--- src/hw/rtl/owvm_pkg.sv ---
// ----------------------------------------------------------------------------
// owvm_pkg: shared definitions for the omni wheel velocity mixer
// Widths, mixing coefficients, operation codes and the sine table builder.
// ----------------------------------------------------------------------------
`default_nettype none

package owvm_pkg;

    // Operation codes of the command word.
    localparam logic OP_POLAR = 1'b0;
    localparam logic OP_CART  = 1'b1;

    // Parameter defaults.
    localparam int TRIG_FRAC_BITS_DEF = 15;
    localparam int CMD_WIDTH_DEF      = 12;
    localparam int MAX_TRIG_FRAC      = 20;

    // Fixed field widths.
    localparam int ANGLE_W = 10;
    localparam int LIMIT_W = 7;
    localparam int WHEEL_W = 24;
    localparam int COEF_W  = 15;
    localparam int Q16_SH  = 16;

    localparam logic [LIMIT_W-1:0] LIMIT_RESET = 7'd40;

    // Depth of the queue between the front and the back.
    localparam int QUEUE_DEPTH = 4;

    // Mixing coefficients in Q16, polar set and cartesian set.
    localparam logic signed [COEF_W-1:0] POL_A = 15'sd3736;
    localparam logic signed [COEF_W-1:0] POL_C = 15'sd2163;
    localparam logic signed [COEF_W-1:0] POL_S = 15'sd4260;
    localparam logic signed [COEF_W-1:0] POL_R = 15'sd9241;
    localparam logic signed [COEF_W-1:0] CAR_A = 15'sd3670;
    localparam logic signed [COEF_W-1:0] CAR_C = 15'sd2163;
    localparam logic signed [COEF_W-1:0] CAR_S = 15'sd4260;
    localparam logic signed [COEF_W-1:0] CAR_R = 15'sd9175;

    // Sine of whole degrees 0..90, wide enough for the largest fraction width.
    localparam int SIN_W = MAX_TRIG_FRAC + 1;
    typedef logic [SIN_W-1:0] t_sin_tab [0:90];

    localparam logic [63:0] DEG_Q30 = 64'd18740330;
    localparam logic [63:0] TAYLOR_DIV [0:7] = '{
        64'd6, 64'd20, 64'd42, 64'd72, 64'd110, 64'd156, 64'd210, 64'd272
    };

    // Builds the table at elaboration: a nine-term Taylor series in Q30 with
    // every step truncated, then rounded half up to frac bits and capped at 1.0.
    function automatic t_sin_tab sin_table(input int frac);
        t_sin_tab    tab;
        logic [63:0] xr;
        logic [63:0] x2;
        logic [63:0] term;
        logic [63:0] sum;
        logic [63:0] one;
        for (int k = 0; k <= 90; k++) begin
            xr   = 64'(k) * DEG_Q30;
            x2   = (xr * xr) >> 30;
            term = xr;
            sum  = xr;
            for (int n = 1; n <= 8; n++) begin
                term = ((term * x2) >> 30) / TAYLOR_DIV[n-1];
                if (n[0]) begin
                    sum = sum - term;
                end else begin
                    sum = sum + term;
                end
            end
            sum = (sum + (64'd1 << (29 - frac))) >> (30 - frac);
            one = 64'd1 << frac;
            if (sum > one) begin
                sum = one;
            end
            tab[k] = sum[SIN_W-1:0];
        end
        return tab;
    endfunction

endpackage

`default_nettype wire

--- src/hw/rtl/owvm_front.sv ---
// ----------------------------------------------------------------------------
// owvm_front: command classification and polar to cartesian conversion
// Two stages: classify and fold the heading, then table lookup and scaling.
// ----------------------------------------------------------------------------
`default_nettype none

module owvm_front #(
    parameter int TRIG_FRAC_BITS = owvm_pkg::TRIG_FRAC_BITS_DEF,
    parameter int CMD_WIDTH      = owvm_pkg::CMD_WIDTH_DEF
) (
    input  logic                                  i_clk,
    input  logic                                  i_rst_n,
    input  logic                                  i_accept,
    input  logic                                  i_op,
    input  logic signed [owvm_pkg::ANGLE_W-1:0]   i_angle_deg,
    input  logic signed [CMD_WIDTH-1:0]           i_magnitude,
    input  logic signed [CMD_WIDTH-1:0]           i_vel_x,
    input  logic signed [CMD_WIDTH-1:0]           i_vel_y,
    input  logic signed [CMD_WIDTH-1:0]           i_rotation,
    output logic                                  o_push,
    output logic                                  o_cart,
    output logic                                  o_stop,
    output logic signed [CMD_WIDTH:0]             o_fx,
    output logic signed [CMD_WIDTH:0]             o_fy,
    output logic signed [CMD_WIDTH:0]             o_fw,
    output logic [1:0]                            o_inflight
);
    import owvm_pkg::*;

    localparam int FW = CMD_WIDTH + 1;
    localparam int TW = TRIG_FRAC_BITS + 2;
    localparam int PW = CMD_WIDTH + TRIG_FRAC_BITS + 2;

    localparam t_sin_tab SIN_TAB = sin_table(TRIG_FRAC_BITS);
    localparam logic signed [PW-1:0] TRUNC_BIAS = PW'((64'd1 << TRIG_FRAC_BITS) - 64'd1);

    localparam logic [8:0] DEG_90  = 9'd90;
    localparam logic [8:0] DEG_180 = 9'd180;
    localparam logic [8:0] DEG_270 = 9'd270;
    localparam logic [8:0] DEG_360 = 9'd360;

    // Stage 1: classify and fold the heading into the first quadrant.
    logic                 n_f1_trig, n_f1_stop, n_f1_cneg, n_f1_sneg;
    logic [6:0]           n_f1_ci, n_f1_si;
    logic signed [FW-1:0] n_f1_fx, n_f1_fy, n_f1_fw;
    logic signed [FW-1:0] mag_ext;
    logic [8:0]           ang_u;
    logic [8:0]           ci_full, si_full;

    logic                   r_f1_valid, r_f1_trig, r_f1_cart, r_f1_stop, r_f1_cneg, r_f1_sneg;
    logic [6:0]             r_f1_ci, r_f1_si;
    logic signed [CMD_WIDTH-1:0] r_f1_mag;
    logic signed [FW-1:0]   r_f1_fx, r_f1_fy, r_f1_fw;

    assign mag_ext = {i_magnitude[CMD_WIDTH-1], i_magnitude};
    assign ang_u   = i_angle_deg[8:0];

    always_comb begin
        n_f1_trig = 1'b0;
        n_f1_stop = 1'b0;
        n_f1_cneg = 1'b0;
        n_f1_sneg = 1'b0;
        ci_full   = '0;
        si_full   = '0;
        n_f1_fx   = '0;
        n_f1_fy   = '0;
        n_f1_fw   = {i_rotation[CMD_WIDTH-1], i_rotation};
        if (i_op == OP_CART) begin
            n_f1_fx   = {i_vel_x[CMD_WIDTH-1], i_vel_x};
            n_f1_fy   = {i_vel_y[CMD_WIDTH-1], i_vel_y};
            n_f1_stop = (i_vel_x == '0) && (i_vel_y == '0) && (i_rotation == '0);
        end else if (i_angle_deg[ANGLE_W-1]) begin
            n_f1_fw = -mag_ext;
        end else if (ang_u >= DEG_360) begin
            n_f1_fw = mag_ext;
        end else begin
            n_f1_trig = 1'b1;
            if (ang_u <= DEG_90) begin
                ci_full = DEG_90 - ang_u;
                si_full = ang_u;
            end else if (ang_u <= DEG_180) begin
                ci_full   = ang_u - DEG_90;
                si_full   = DEG_180 - ang_u;
                n_f1_cneg = 1'b1;
            end else if (ang_u <= DEG_270) begin
                ci_full   = DEG_270 - ang_u;
                si_full   = ang_u - DEG_180;
                n_f1_cneg = 1'b1;
                n_f1_sneg = 1'b1;
            end else begin
                ci_full   = ang_u - DEG_270;
                si_full   = DEG_360 - ang_u;
                n_f1_sneg = 1'b1;
            end
        end
    end

    assign n_f1_ci = ci_full[6:0];
    assign n_f1_si = si_full[6:0];

    always_ff @(posedge i_clk) begin
        if (!i_rst_n) begin
            r_f1_valid <= 1'b0;
        end else begin
            r_f1_valid <= i_accept;
        end
        r_f1_trig <= n_f1_trig;
        r_f1_cart <= (i_op == OP_CART);
        r_f1_stop <= n_f1_stop;
        r_f1_cneg <= n_f1_cneg;
        r_f1_sneg <= n_f1_sneg;
        r_f1_ci   <= n_f1_ci;
        r_f1_si   <= n_f1_si;
        r_f1_mag  <= i_magnitude;
        r_f1_fx   <= n_f1_fx;
        r_f1_fy   <= n_f1_fy;
        r_f1_fw   <= n_f1_fw;
    end

    // Stage 2: signed cosine and sine times the magnitude.
    logic signed [TW-1:0] cos_s, sin_s;
    logic signed [PW-1:0] n_f2_px, n_f2_py;

    logic                 r_f2_valid, r_f2_trig, r_f2_cart, r_f2_stop;
    logic signed [PW-1:0] r_f2_px, r_f2_py;
    logic signed [FW-1:0] r_f2_fx, r_f2_fy, r_f2_fw;

    always_comb begin
        cos_s = signed'({1'b0, SIN_TAB[r_f1_ci][TRIG_FRAC_BITS:0]});
        sin_s = signed'({1'b0, SIN_TAB[r_f1_si][TRIG_FRAC_BITS:0]});
        if (r_f1_cneg) begin
            cos_s = -cos_s;
        end
        if (r_f1_sneg) begin
            sin_s = -sin_s;
        end
        n_f2_px = PW'(r_f1_mag) * PW'(cos_s);
        n_f2_py = PW'(r_f1_mag) * PW'(sin_s);
    end

    always_ff @(posedge i_clk) begin
        if (!i_rst_n) begin
            r_f2_valid <= 1'b0;
        end else begin
            r_f2_valid <= r_f1_valid;
        end
        r_f2_trig <= r_f1_trig;
        r_f2_cart <= r_f1_cart;
        r_f2_stop <= r_f1_stop;
        r_f2_px   <= n_f2_px;
        r_f2_py   <= n_f2_py;
        r_f2_fx   <= r_f1_fx;
        r_f2_fy   <= r_f1_fy;
        r_f2_fw   <= r_f1_fw;
    end

    // Drop the fraction bits, rounding toward zero.
    logic signed [PW-1:0] qx, qy;

    assign qx = (r_f2_px + (r_f2_px[PW-1] ? TRUNC_BIAS : '0)) >>> TRIG_FRAC_BITS;
    assign qy = (r_f2_py + (r_f2_py[PW-1] ? TRUNC_BIAS : '0)) >>> TRIG_FRAC_BITS;

    assign o_push     = r_f2_valid;
    assign o_cart     = r_f2_cart;
    assign o_stop     = r_f2_stop;
    assign o_fx       = r_f2_trig ? qx[FW-1:0] : r_f2_fx;
    assign o_fy       = r_f2_trig ? qy[FW-1:0] : r_f2_fy;
    assign o_fw       = r_f2_fw;
    assign o_inflight = {1'b0, r_f1_valid} + {1'b0, r_f2_valid};

endmodule

`default_nettype wire

--- src/hw/rtl/owvm_queue.sv ---
// ----------------------------------------------------------------------------
// owvm_queue: short first-in first-out queue between front and back
// Register array with a combinational read of the head entry.
// ----------------------------------------------------------------------------
`default_nettype none

module owvm_queue #(
    parameter int WIDTH = 8,
    parameter int DEPTH = owvm_pkg::QUEUE_DEPTH
) (
    input  logic                         i_clk,
    input  logic                         i_rst_n,
    input  logic                         i_push,
    input  logic [WIDTH-1:0]             i_data,
    input  logic                         i_pop,
    output logic [WIDTH-1:0]             o_data,
    output logic                         o_empty,
    output logic [$clog2(DEPTH+1)-1:0]   o_count
);
    import owvm_pkg::*;

    localparam int AW = $clog2(DEPTH);
    localparam int CW = $clog2(DEPTH + 1);

    logic [WIDTH-1:0] r_mem [0:DEPTH-1];
    logic [AW-1:0]    r_wr_ptr, r_rd_ptr;
    logic [CW-1:0]    r_count;

    always_ff @(posedge i_clk) begin
        if (!i_rst_n) begin
            r_wr_ptr <= '0;
            r_rd_ptr <= '0;
            r_count  <= '0;
        end else begin
            if (i_push) begin
                r_wr_ptr <= r_wr_ptr + 1'b1;
            end
            if (i_pop) begin
                r_rd_ptr <= r_rd_ptr + 1'b1;
            end
            if (i_push && !i_pop) begin
                r_count <= r_count + 1'b1;
            end else if (!i_push && i_pop) begin
                r_count <= r_count - 1'b1;
            end
        end
    end

    always_ff @(posedge i_clk) begin
        if (i_push) begin
            r_mem[r_wr_ptr] <= i_data;
        end
    end

    assign o_data  = r_mem[r_rd_ptr];
    assign o_empty = (r_count == '0);
    assign o_count = r_count;

    a_no_overflow: assert property (@(posedge i_clk) disable iff (!i_rst_n)
        i_push |-> (r_count != CW'(DEPTH)) || i_pop)
        else $error("queue written while full");

    a_no_underflow: assert property (@(posedge i_clk) disable iff (!i_rst_n)
        i_pop |-> (r_count != '0))
        else $error("queue read while empty");

    a_count_track: assert property (@(posedge i_clk) disable iff (!i_rst_n)
        (i_push && !i_pop) |=> (r_count == $past(r_count) + 1'b1))
        else $error("queue count did not follow a write");

endmodule

`default_nettype wire

--- src/hw/rtl/owvm_back.sv ---
// ----------------------------------------------------------------------------
// owvm_back: wheel mixing and clamping
// Coefficient products, then wheel sums and the symmetric clamp into the
// output register.
// ----------------------------------------------------------------------------
`default_nettype none

module owvm_back #(
    parameter int CMD_WIDTH = owvm_pkg::CMD_WIDTH_DEF
) (
    input  logic                                  i_clk,
    input  logic                                  i_rst_n,
    input  logic [owvm_pkg::LIMIT_W-1:0]          i_limit,
    input  logic                                  i_q_empty,
    input  logic                                  i_cart,
    input  logic                                  i_stop,
    input  logic signed [CMD_WIDTH:0]             i_fx,
    input  logic signed [CMD_WIDTH:0]             i_fy,
    input  logic signed [CMD_WIDTH:0]             i_fw,
    output logic                                  o_pop,
    output logic                                  o_out_valid,
    input  logic                                  i_out_stall,
    output logic signed [owvm_pkg::WHEEL_W-1:0]   o_wheel_one,
    output logic signed [owvm_pkg::WHEEL_W-1:0]   o_wheel_two,
    output logic signed [owvm_pkg::WHEEL_W-1:0]   o_wheel_three,
    output logic                                  o_stop_request
);
    import owvm_pkg::*;

    localparam int PW = CMD_WIDTH + 1 + COEF_W;
    localparam int SW = PW + 2;

    logic en_out, en_b1;

    logic r_out_valid, r_b1_valid;

    assign en_out = !r_out_valid || !i_out_stall;
    assign en_b1  = !r_b1_valid || en_out;
    assign o_pop  = !i_q_empty && en_b1;

    // Stage 1: coefficient products.
    logic signed [COEF_W-1:0] coef_a, coef_c, coef_s, coef_r;
    logic signed [PW-1:0]     r_ax, r_cy, r_sy, r_rw;
    logic                     r_b1_stop;

    assign coef_a = i_cart ? CAR_A : POL_A;
    assign coef_c = i_cart ? CAR_C : POL_C;
    assign coef_s = i_cart ? CAR_S : POL_S;
    assign coef_r = i_cart ? CAR_R : POL_R;

    always_ff @(posedge i_clk) begin
        if (!i_rst_n) begin
            r_b1_valid <= 1'b0;
        end else if (en_b1) begin
            r_b1_valid <= o_pop;
        end
        if (o_pop) begin
            r_ax      <= PW'(i_fx) * PW'(coef_a);
            r_cy      <= PW'(i_fy) * PW'(coef_c);
            r_sy      <= PW'(i_fy) * PW'(coef_s);
            r_rw      <= PW'(i_fw) * PW'(coef_r);
            r_b1_stop <= i_stop;
        end
    end

    // Stage 2: wheel sums and clamp.
    logic signed [SW-1:0] lim, sum_one, sum_two, sum_three;
    logic signed [SW-1:0] cl_one, cl_two, cl_three;

    function automatic logic signed [SW-1:0] clamp(input logic signed [SW-1:0] v,
                                                   input logic signed [SW-1:0] l);
        logic signed [SW-1:0] res;
        if (v >= l) begin
            res = l;
        end else if (v <= -l) begin
            res = -l;
        end else begin
            res = v;
        end
        return res;
    endfunction

    assign lim       = signed'(SW'({i_limit, {Q16_SH{1'b0}}}));
    assign sum_one   = SW'(r_ax) + SW'(r_cy) + SW'(r_rw);
    assign sum_two   = SW'(r_rw) - SW'(r_sy);
    assign sum_three = SW'(r_cy) + SW'(r_rw) - SW'(r_ax);
    assign cl_one    = clamp(sum_one, lim);
    assign cl_two    = clamp(sum_two, lim);
    assign cl_three  = clamp(sum_three, lim);

    logic signed [WHEEL_W-1:0] r_wheel_one, r_wheel_two, r_wheel_three;
    logic                      r_stop;

    always_ff @(posedge i_clk) begin
        if (!i_rst_n) begin
            r_out_valid <= 1'b0;
        end else if (en_out) begin
            r_out_valid <= r_b1_valid;
        end
        if (en_out && r_b1_valid) begin
            r_wheel_one   <= cl_one[WHEEL_W-1:0];
            r_wheel_two   <= cl_two[WHEEL_W-1:0];
            r_wheel_three <= cl_three[WHEEL_W-1:0];
            r_stop        <= r_b1_stop;
        end
    end

    assign o_out_valid    = r_out_valid;
    assign o_wheel_one    = r_wheel_one;
    assign o_wheel_two    = r_wheel_two;
    assign o_wheel_three  = r_wheel_three;
    assign o_stop_request = r_stop;

    a_b1_holds: assert property (@(posedge i_clk) disable iff (!i_rst_n)
        (r_b1_valid && !en_out) |=> r_b1_valid)
        else $error("product stage dropped a word under stall");

    a_stop_zero: assert property (@(posedge i_clk) disable iff (!i_rst_n)
        (r_out_valid && r_stop) |->
            (r_wheel_one == '0) && (r_wheel_two == '0) && (r_wheel_three == '0))
        else $error("stop word with nonzero wheel");

endmodule

`default_nettype wire

--- src/hw/rtl/omni_wheel_velocity_mixer.sv ---
// ----------------------------------------------------------------------------
// omni_wheel_velocity_mixer: inverse kinematics for a three-wheel omni base
// Path: an accepted word passes the front stages, the queue, the product register
// and the output register, and only the output stall can hold it back.
// Throughput: one word per clock, limited only by the output stall; the
// four-entry queue absorbs the words in flight in the front.
// Reset: synchronous, active low; it empties the pipelines and the queue and
// restores the velocity limit to 40. No clearing pass is needed.
// ----------------------------------------------------------------------------
`default_nettype none

// The front classifies each command word. A polar heading in the range
// 0..359 degrees is folded into the first quadrant, looked up in a constant
// sine table and scaled by the magnitude, truncating toward zero. Other
// headings become a pure spin, and cartesian words pass through with the
// all-zero stop check. The back mixes the three body velocities into wheel
// speeds with the coefficient set of the command's mode, clamps them to the
// velocity limit in Q16 and holds them in an output register.
//
// The front never stalls internally. Instead the input is stalled whenever
// the words already in the queue plus those still in the front could fill
// it, so every word that enters the front has a queue entry waiting.
module omni_wheel_velocity_mixer #(
    parameter int TRIG_FRAC_BITS = owvm_pkg::TRIG_FRAC_BITS_DEF,
    parameter int CMD_WIDTH      = owvm_pkg::CMD_WIDTH_DEF
) (
    input  logic                                  i_clk,
    input  logic                                  i_rst_n,
    // Configuration: velocity limit.
    input  logic                                  i_cfg_we,
    input  logic [owvm_pkg::LIMIT_W-1:0]          i_cfg_wdata,
    // Command channel.
    input  logic                                  i_in_valid,
    output logic                                  o_in_stall,
    input  logic                                  i_op,
    input  logic signed [owvm_pkg::ANGLE_W-1:0]   i_angle_deg,
    input  logic signed [CMD_WIDTH-1:0]           i_magnitude,
    input  logic signed [CMD_WIDTH-1:0]           i_vel_x,
    input  logic signed [CMD_WIDTH-1:0]           i_vel_y,
    input  logic signed [CMD_WIDTH-1:0]           i_rotation,
    // Result channel.
    output logic                                  o_out_valid,
    input  logic                                  i_out_stall,
    output logic signed [owvm_pkg::WHEEL_W-1:0]   o_wheel_one,
    output logic signed [owvm_pkg::WHEEL_W-1:0]   o_wheel_two,
    output logic signed [owvm_pkg::WHEEL_W-1:0]   o_wheel_three,
    output logic                                  o_stop_request
);
    import owvm_pkg::*;

    localparam int FW    = CMD_WIDTH + 1;
    localparam int QW    = 3 * FW + 2;
    localparam int CNT_W = $clog2(QUEUE_DEPTH + 1);

    // Velocity limit register; the user must write it only while the block is idle, as the block does not enforce this.
    logic [LIMIT_W-1:0] r_limit;

    always_ff @(posedge i_clk) begin
        if (!i_rst_n) begin
            r_limit <= LIMIT_RESET;
        end else if (i_cfg_we) begin
            r_limit <= i_cfg_wdata;
        end
    end

    logic                 accept;
    logic                 push, f_cart, f_stop;
    logic signed [FW-1:0] f_fx, f_fy, f_fw;
    logic [1:0]           inflight;
    logic [CNT_W-1:0]     q_count;
    logic                 q_empty, pop;
    logic [QW-1:0]        q_wdata, q_rdata;
    logic [CNT_W:0]       occupancy;

    // Reserve a queue entry for every word still in the front.
    assign occupancy  = (CNT_W + 1)'(q_count) + (CNT_W + 1)'(inflight);
    assign o_in_stall = (occupancy >= (CNT_W + 1)'(QUEUE_DEPTH));
    assign accept     = i_in_valid && !o_in_stall;

    owvm_front #(
        .TRIG_FRAC_BITS (TRIG_FRAC_BITS),
        .CMD_WIDTH      (CMD_WIDTH)
    ) u_front (
        .i_clk       (i_clk),
        .i_rst_n     (i_rst_n),
        .i_accept    (accept),
        .i_op        (i_op),
        .i_angle_deg (i_angle_deg),
        .i_magnitude (i_magnitude),
        .i_vel_x     (i_vel_x),
        .i_vel_y     (i_vel_y),
        .i_rotation  (i_rotation),
        .o_push      (push),
        .o_cart      (f_cart),
        .o_stop      (f_stop),
        .o_fx        (f_fx),
        .o_fy        (f_fy),
        .o_fw        (f_fw),
        .o_inflight  (inflight)
    );

    assign q_wdata = {f_cart, f_stop, f_fx, f_fy, f_fw};

    owvm_queue #(
        .WIDTH (QW),
        .DEPTH (QUEUE_DEPTH)
    ) u_queue (
        .i_clk   (i_clk),
        .i_rst_n (i_rst_n),
        .i_push  (push),
        .i_data  (q_wdata),
        .i_pop   (pop),
        .o_data  (q_rdata),
        .o_empty (q_empty),
        .o_count (q_count)
    );

    owvm_back #(
        .CMD_WIDTH (CMD_WIDTH)
    ) u_back (
        .i_clk          (i_clk),
        .i_rst_n        (i_rst_n),
        .i_limit        (r_limit),
        .i_q_empty      (q_empty),
        .i_cart         (q_rdata[QW-1]),
        .i_stop         (q_rdata[QW-2]),
        .i_fx           (q_rdata[3*FW-1:2*FW]),
        .i_fy           (q_rdata[2*FW-1:FW]),
        .i_fw           (q_rdata[FW-1:0]),
        .o_pop          (pop),
        .o_out_valid    (o_out_valid),
        .i_out_stall    (i_out_stall),
        .o_wheel_one    (o_wheel_one),
        .o_wheel_two    (o_wheel_two),
        .o_wheel_three  (o_wheel_three),
        .o_stop_request (o_stop_request)
    );

endmodule

`default_nettype wire
--- config.mk ---
export PLATFORM = sky130hd
export DESIGN_NAME = omni_wheel_velocity_mixer
export DESIGN_NICKNAME = d
export VERILOG_FILES = /design/src/hw/rtl/owvm_pkg.sv /design/src/hw/rtl/owvm_front.sv /design/src/hw/rtl/owvm_queue.sv /design/src/hw/rtl/owvm_back.sv /design/src/hw/rtl/omni_wheel_velocity_mixer.sv
export SDC_FILE = /design/constraint.sdc
export NUM_CORES = 2
export LEC_CHECK = 0
export BUFFER_PORTS_ARGS = -buffer_cell sky130_fd_sc_hd__buf_2
export CAP_MARGIN = 5
export CORE_UTILIZATION = 45
export DETAILED_ROUTE_END_ITERATION = 8
export HOLD_SLACK_MARGIN = 0.02
export PLACE_DENSITY = 0.59
export SLEW_MARGIN = 10
export SYNTH_ARGS = -nofsm -noshare
export SYNTH_HDL_FRONTEND = slang
export SYNTH_SLANG_ARGS = --single-unit
--- constraint.sdc ---
create_clock -name i_clk -period 22 [get_ports i_clk]
set_input_delay 2.2 -clock i_clk [delete_from_list [all_inputs] [get_ports i_clk]]
set_output_delay 2.2 -clock i_clk [all_outputs]
set_load 0.05 [all_outputs]
==> metrics.md <==
| Metric | Value |
|---|---|
| Multi-input logic area | `40300 µm²` |
| Clock-pin slew on the worst setup and hold paths | `0.06 ns` |
| Die area | `133000 µm²` |
| CTS Buf Count | `60` |
| CP top delay family | `adder cells` |
| GR Util met3 | `0.0189` |
| PostCTS Resize Cnt | `0` |
| Final Setup Violations | `0` |
| Synth Cell Area | `59100 µm²` |
| CTS tree | `yes` |
| GR Util All Layers | `0.233` |
| Num rows | `132` |
| Die W | `365 µm` |
| Fin nets | `7556` |
| Routed len/inst | `19.3 µm` |
| Routed WL | `152 mm` |
| Initial Utilization | `0.455` |
| RePlAce Congestion | `0.959` |
| Post-synth EDFFs | `341` |
| Quantity of hold-fixing buffers added after cts | `0` |
| First-pass GRT wire length | `242 mm` |
| Netlist cell types | `95` |
| Post-synth ARST share | `0` |
| Slew Viols, Final | `0` |
| Worst-Margin Slew | `1.22 ns` |
| #FFs+latches synth | `526` |
| FF-to-FF setup slack | `11.26 ns` |
| CTS HTree Levels | `2` |
| Clock sink count | `526` |
| Pin count of the biggest net entering global routing | `83` |
| Fill count | `12308` |
| Worst Setup End Kind | `register` |
| Main synth FF type | `edfxtp_1` |
| Vias in the first global route | `43626` |
| Max Freq | `93.1 MHz` |
| Worst path max stage delay | `0.98 ns` |
| Worst endpoint data arrival time | `11.32 ns` |
| Fin crit share | `0.488` |
| N_diodes | `0` |
| Reg area | `14000 µm²` |
| Crit path buf inv count | `7` |
| Critical setup path kind | `register to register` |
| Root buffer cell | `clkbuf_16` |
| Initial antenna violation count | `4` |
| Hold crit path type | `register to register` |
| GR peak layer | `met2` |
| Clk buf depth | `3` |
| Synth-to-layout area growth | `7.86%` |
| Avg Vias per Cell | `5.37` |
| Fraction of layout cells with a size suffix above 1 | `0.0748` |
| Worst Skew | `0.0289 ns` |
| Clk_lat worst skew | `0.69 ns` |
| Routed via count | `42501` |
| Drt initial violations | `2509` |
| Met2 usage | `0.418` |
| Post-Synthesis Cells | `6084` |
| Placeable Area | `130000 µm²` |
| Remaining DRCs | `0` |
| Port Buf Inserts | `145` |
| Final Hold Viols | `0` |
| Crit-path slowest cell | `xor2_1` |
| RSZ-0062 raised after global routing | `no` |
| Post-route ant nets | `0` |
| Gr ovfl total | `0` |
| Worst Path Required | `22.57 ns` |
| Relative slew margins | `0.178` |
| Postcts setup bufs | `0` |
| Status | `completed` |
| Die height | `365 µm` |
| Max_cap viols | `0` |
| Crit Path Max Fanout | `43` |
| Ys Warns | `0` |
| Top Ports | `146` |
| M1 GR Usage | `0.292` |
| Share of the yosys chip area belonging to registers | `0.236` |
| Setup TNS | `0 ns` |
| Detailed placement HPWL | `123 mm` |
| CP Launch Type | `register` |
| Minimum clock period | `10.74 ns` |
| Mean Syn Cell Area | `9.72 µm²` |
| First-pass DRT Iterations | `5` |
## final cells by class
cell class / instances / area share
multi-input combinational: 4269 / 0.632
tap: 1742 / 0.0342
clock buffer: 73 / 0.0261
sequential: 526 / 0.219
timing repair buffer: 207 / 0.0187
inverter: 1058 / 0.0623
clock inverter: 41 / 0.00763
## logic make-up after synthesis
group                      count (synthesis)  synth area share
buffers and inverters                   1291            0.0829
and+or+nand+nor                         1526             0.127
muxes                                    110            0.0300
other                                      1         0.0000634
AOI/OAI and AO/OA                        990             0.111
xor gates and xnor gates                 276            0.0409
adders and majority gates               1364             0.373
DFF                                      526             0.236
## metal layers
layer,wire length [µm],vias up
met1,64600,21140
met4,5830,0
li1,-,20305
met2,77000,835
met5,0,-
met3,5000,221
## registers in the layout (all words and copies together), names as in the netlist, 2 cells and up, named ones only
register / flops
u_front.r_f1_ci: 6
u_back.o_wheel_one: 24
u_back.o_wheel_two: 24
u_back.r_rw: 28
u_front.r_f1_fw: 13
u_front.r_f2_py: 29
u_back.r_cy: 26
u_queue.r_mem: 164
u_back.r_sy: 24
u_queue.o_count: 3
r_limit: 7
u_back.r_ax: 25
u_front.r_f2_fy: 12
u_front.o_fw: 13
u_front.r_f2_fx: 12
u_front.r_f1_fx: 12
u_queue.r_rd_ptr: 2
u_front.r_f2_px: 29
u_front.r_f1_fy: 12
u_queue.r_wr_ptr: 2
u_front.r_f1_mag: 12
u_back.o_wheel_three: 24
u_front.r_f1_si: 7
## cells in the mapped netlist (all sizes together) (61+ instances only)
library cell     n  area (µm²)
a21o            96         721
a21oi          278        1410
and2           257        1610
clkbuf         180         676
dfxtp          185        3700
edfxtp         341       10200
fa             663       13300
ha             700        8760
inv           1054        3960
nand2          434        1640
nand2b          61         382
nand3           81         405
nor2           328        1230
nor2b           76         483
nor3           101         510
o21ai          193         966
xnor2          193        1690
xor2            83         727
## final timing paths
| check | start | endpoint | depth (start not counted) |
|---|---|---|---|
| max | u_front.r_f1_si[0] | u_front.r_f2_py[28] | 34 |
| min | u_front.r_f1_fy[10] | u_front.r_f2_fy[10] | 0 |
| min reg2reg | u_front.r_f1_fy[10] | u_front.r_f2_fy[10] | 0 |
| max reg2reg | u_front.r_f1_si[0] | u_front.r_f2_py[28] | 34 |
## per-stage QoR
| step | std cells | util | setup slack, ns | instance area [µm²] | hold slack, ns |
|---|---|---|---|---|---|
| CTS | 7916 | 0.491 | 11.29 | 63800 | 0.328 |
| global route | 7916 | 0.491 | 10.55 | 63800 | 0.329 |
| floorplan | 6086 | - | 12.99 | 59100 | 0.310 |
| detailed placement | 7802 | 0.474 | 11.33 | 61600 | 0.312 |
| finish | 7916 | 0.491 | 11.26 | 63800 | 0.327 |
| global placement | 7802 | 0.474 | 11.49 | 61600 | 0.312 |
## cell usage in the layout, fill, tap and decap left out, types with 63 or more instances in the layout
| cell type | n |
|---|---|
| nor2b_1 | 75 |
| inv_1 | 1054 |
| o21ai_0 | 185 |
| a21o_1 | 96 |
| nand3_1 | 81 |
| clkbuf_16 | 63 |
| nand2_1 | 433 |
| ha_1 | 700 |
| edfxtp_1 | 341 |
| nor3_1 | 100 |
| xnor2_1 | 193 |
| a21oi_1 | 274 |
| fa_1 | 663 |
| buf_2 | 145 |
| and2_1 | 252 |
| dfxtp_1 | 176 |
| nor2_1 | 328 |
| xor2_1 | 83 |
Power is not shown: default switching activity piles up to over one toggle a cycle in this logic, so the estimate is an artifact.
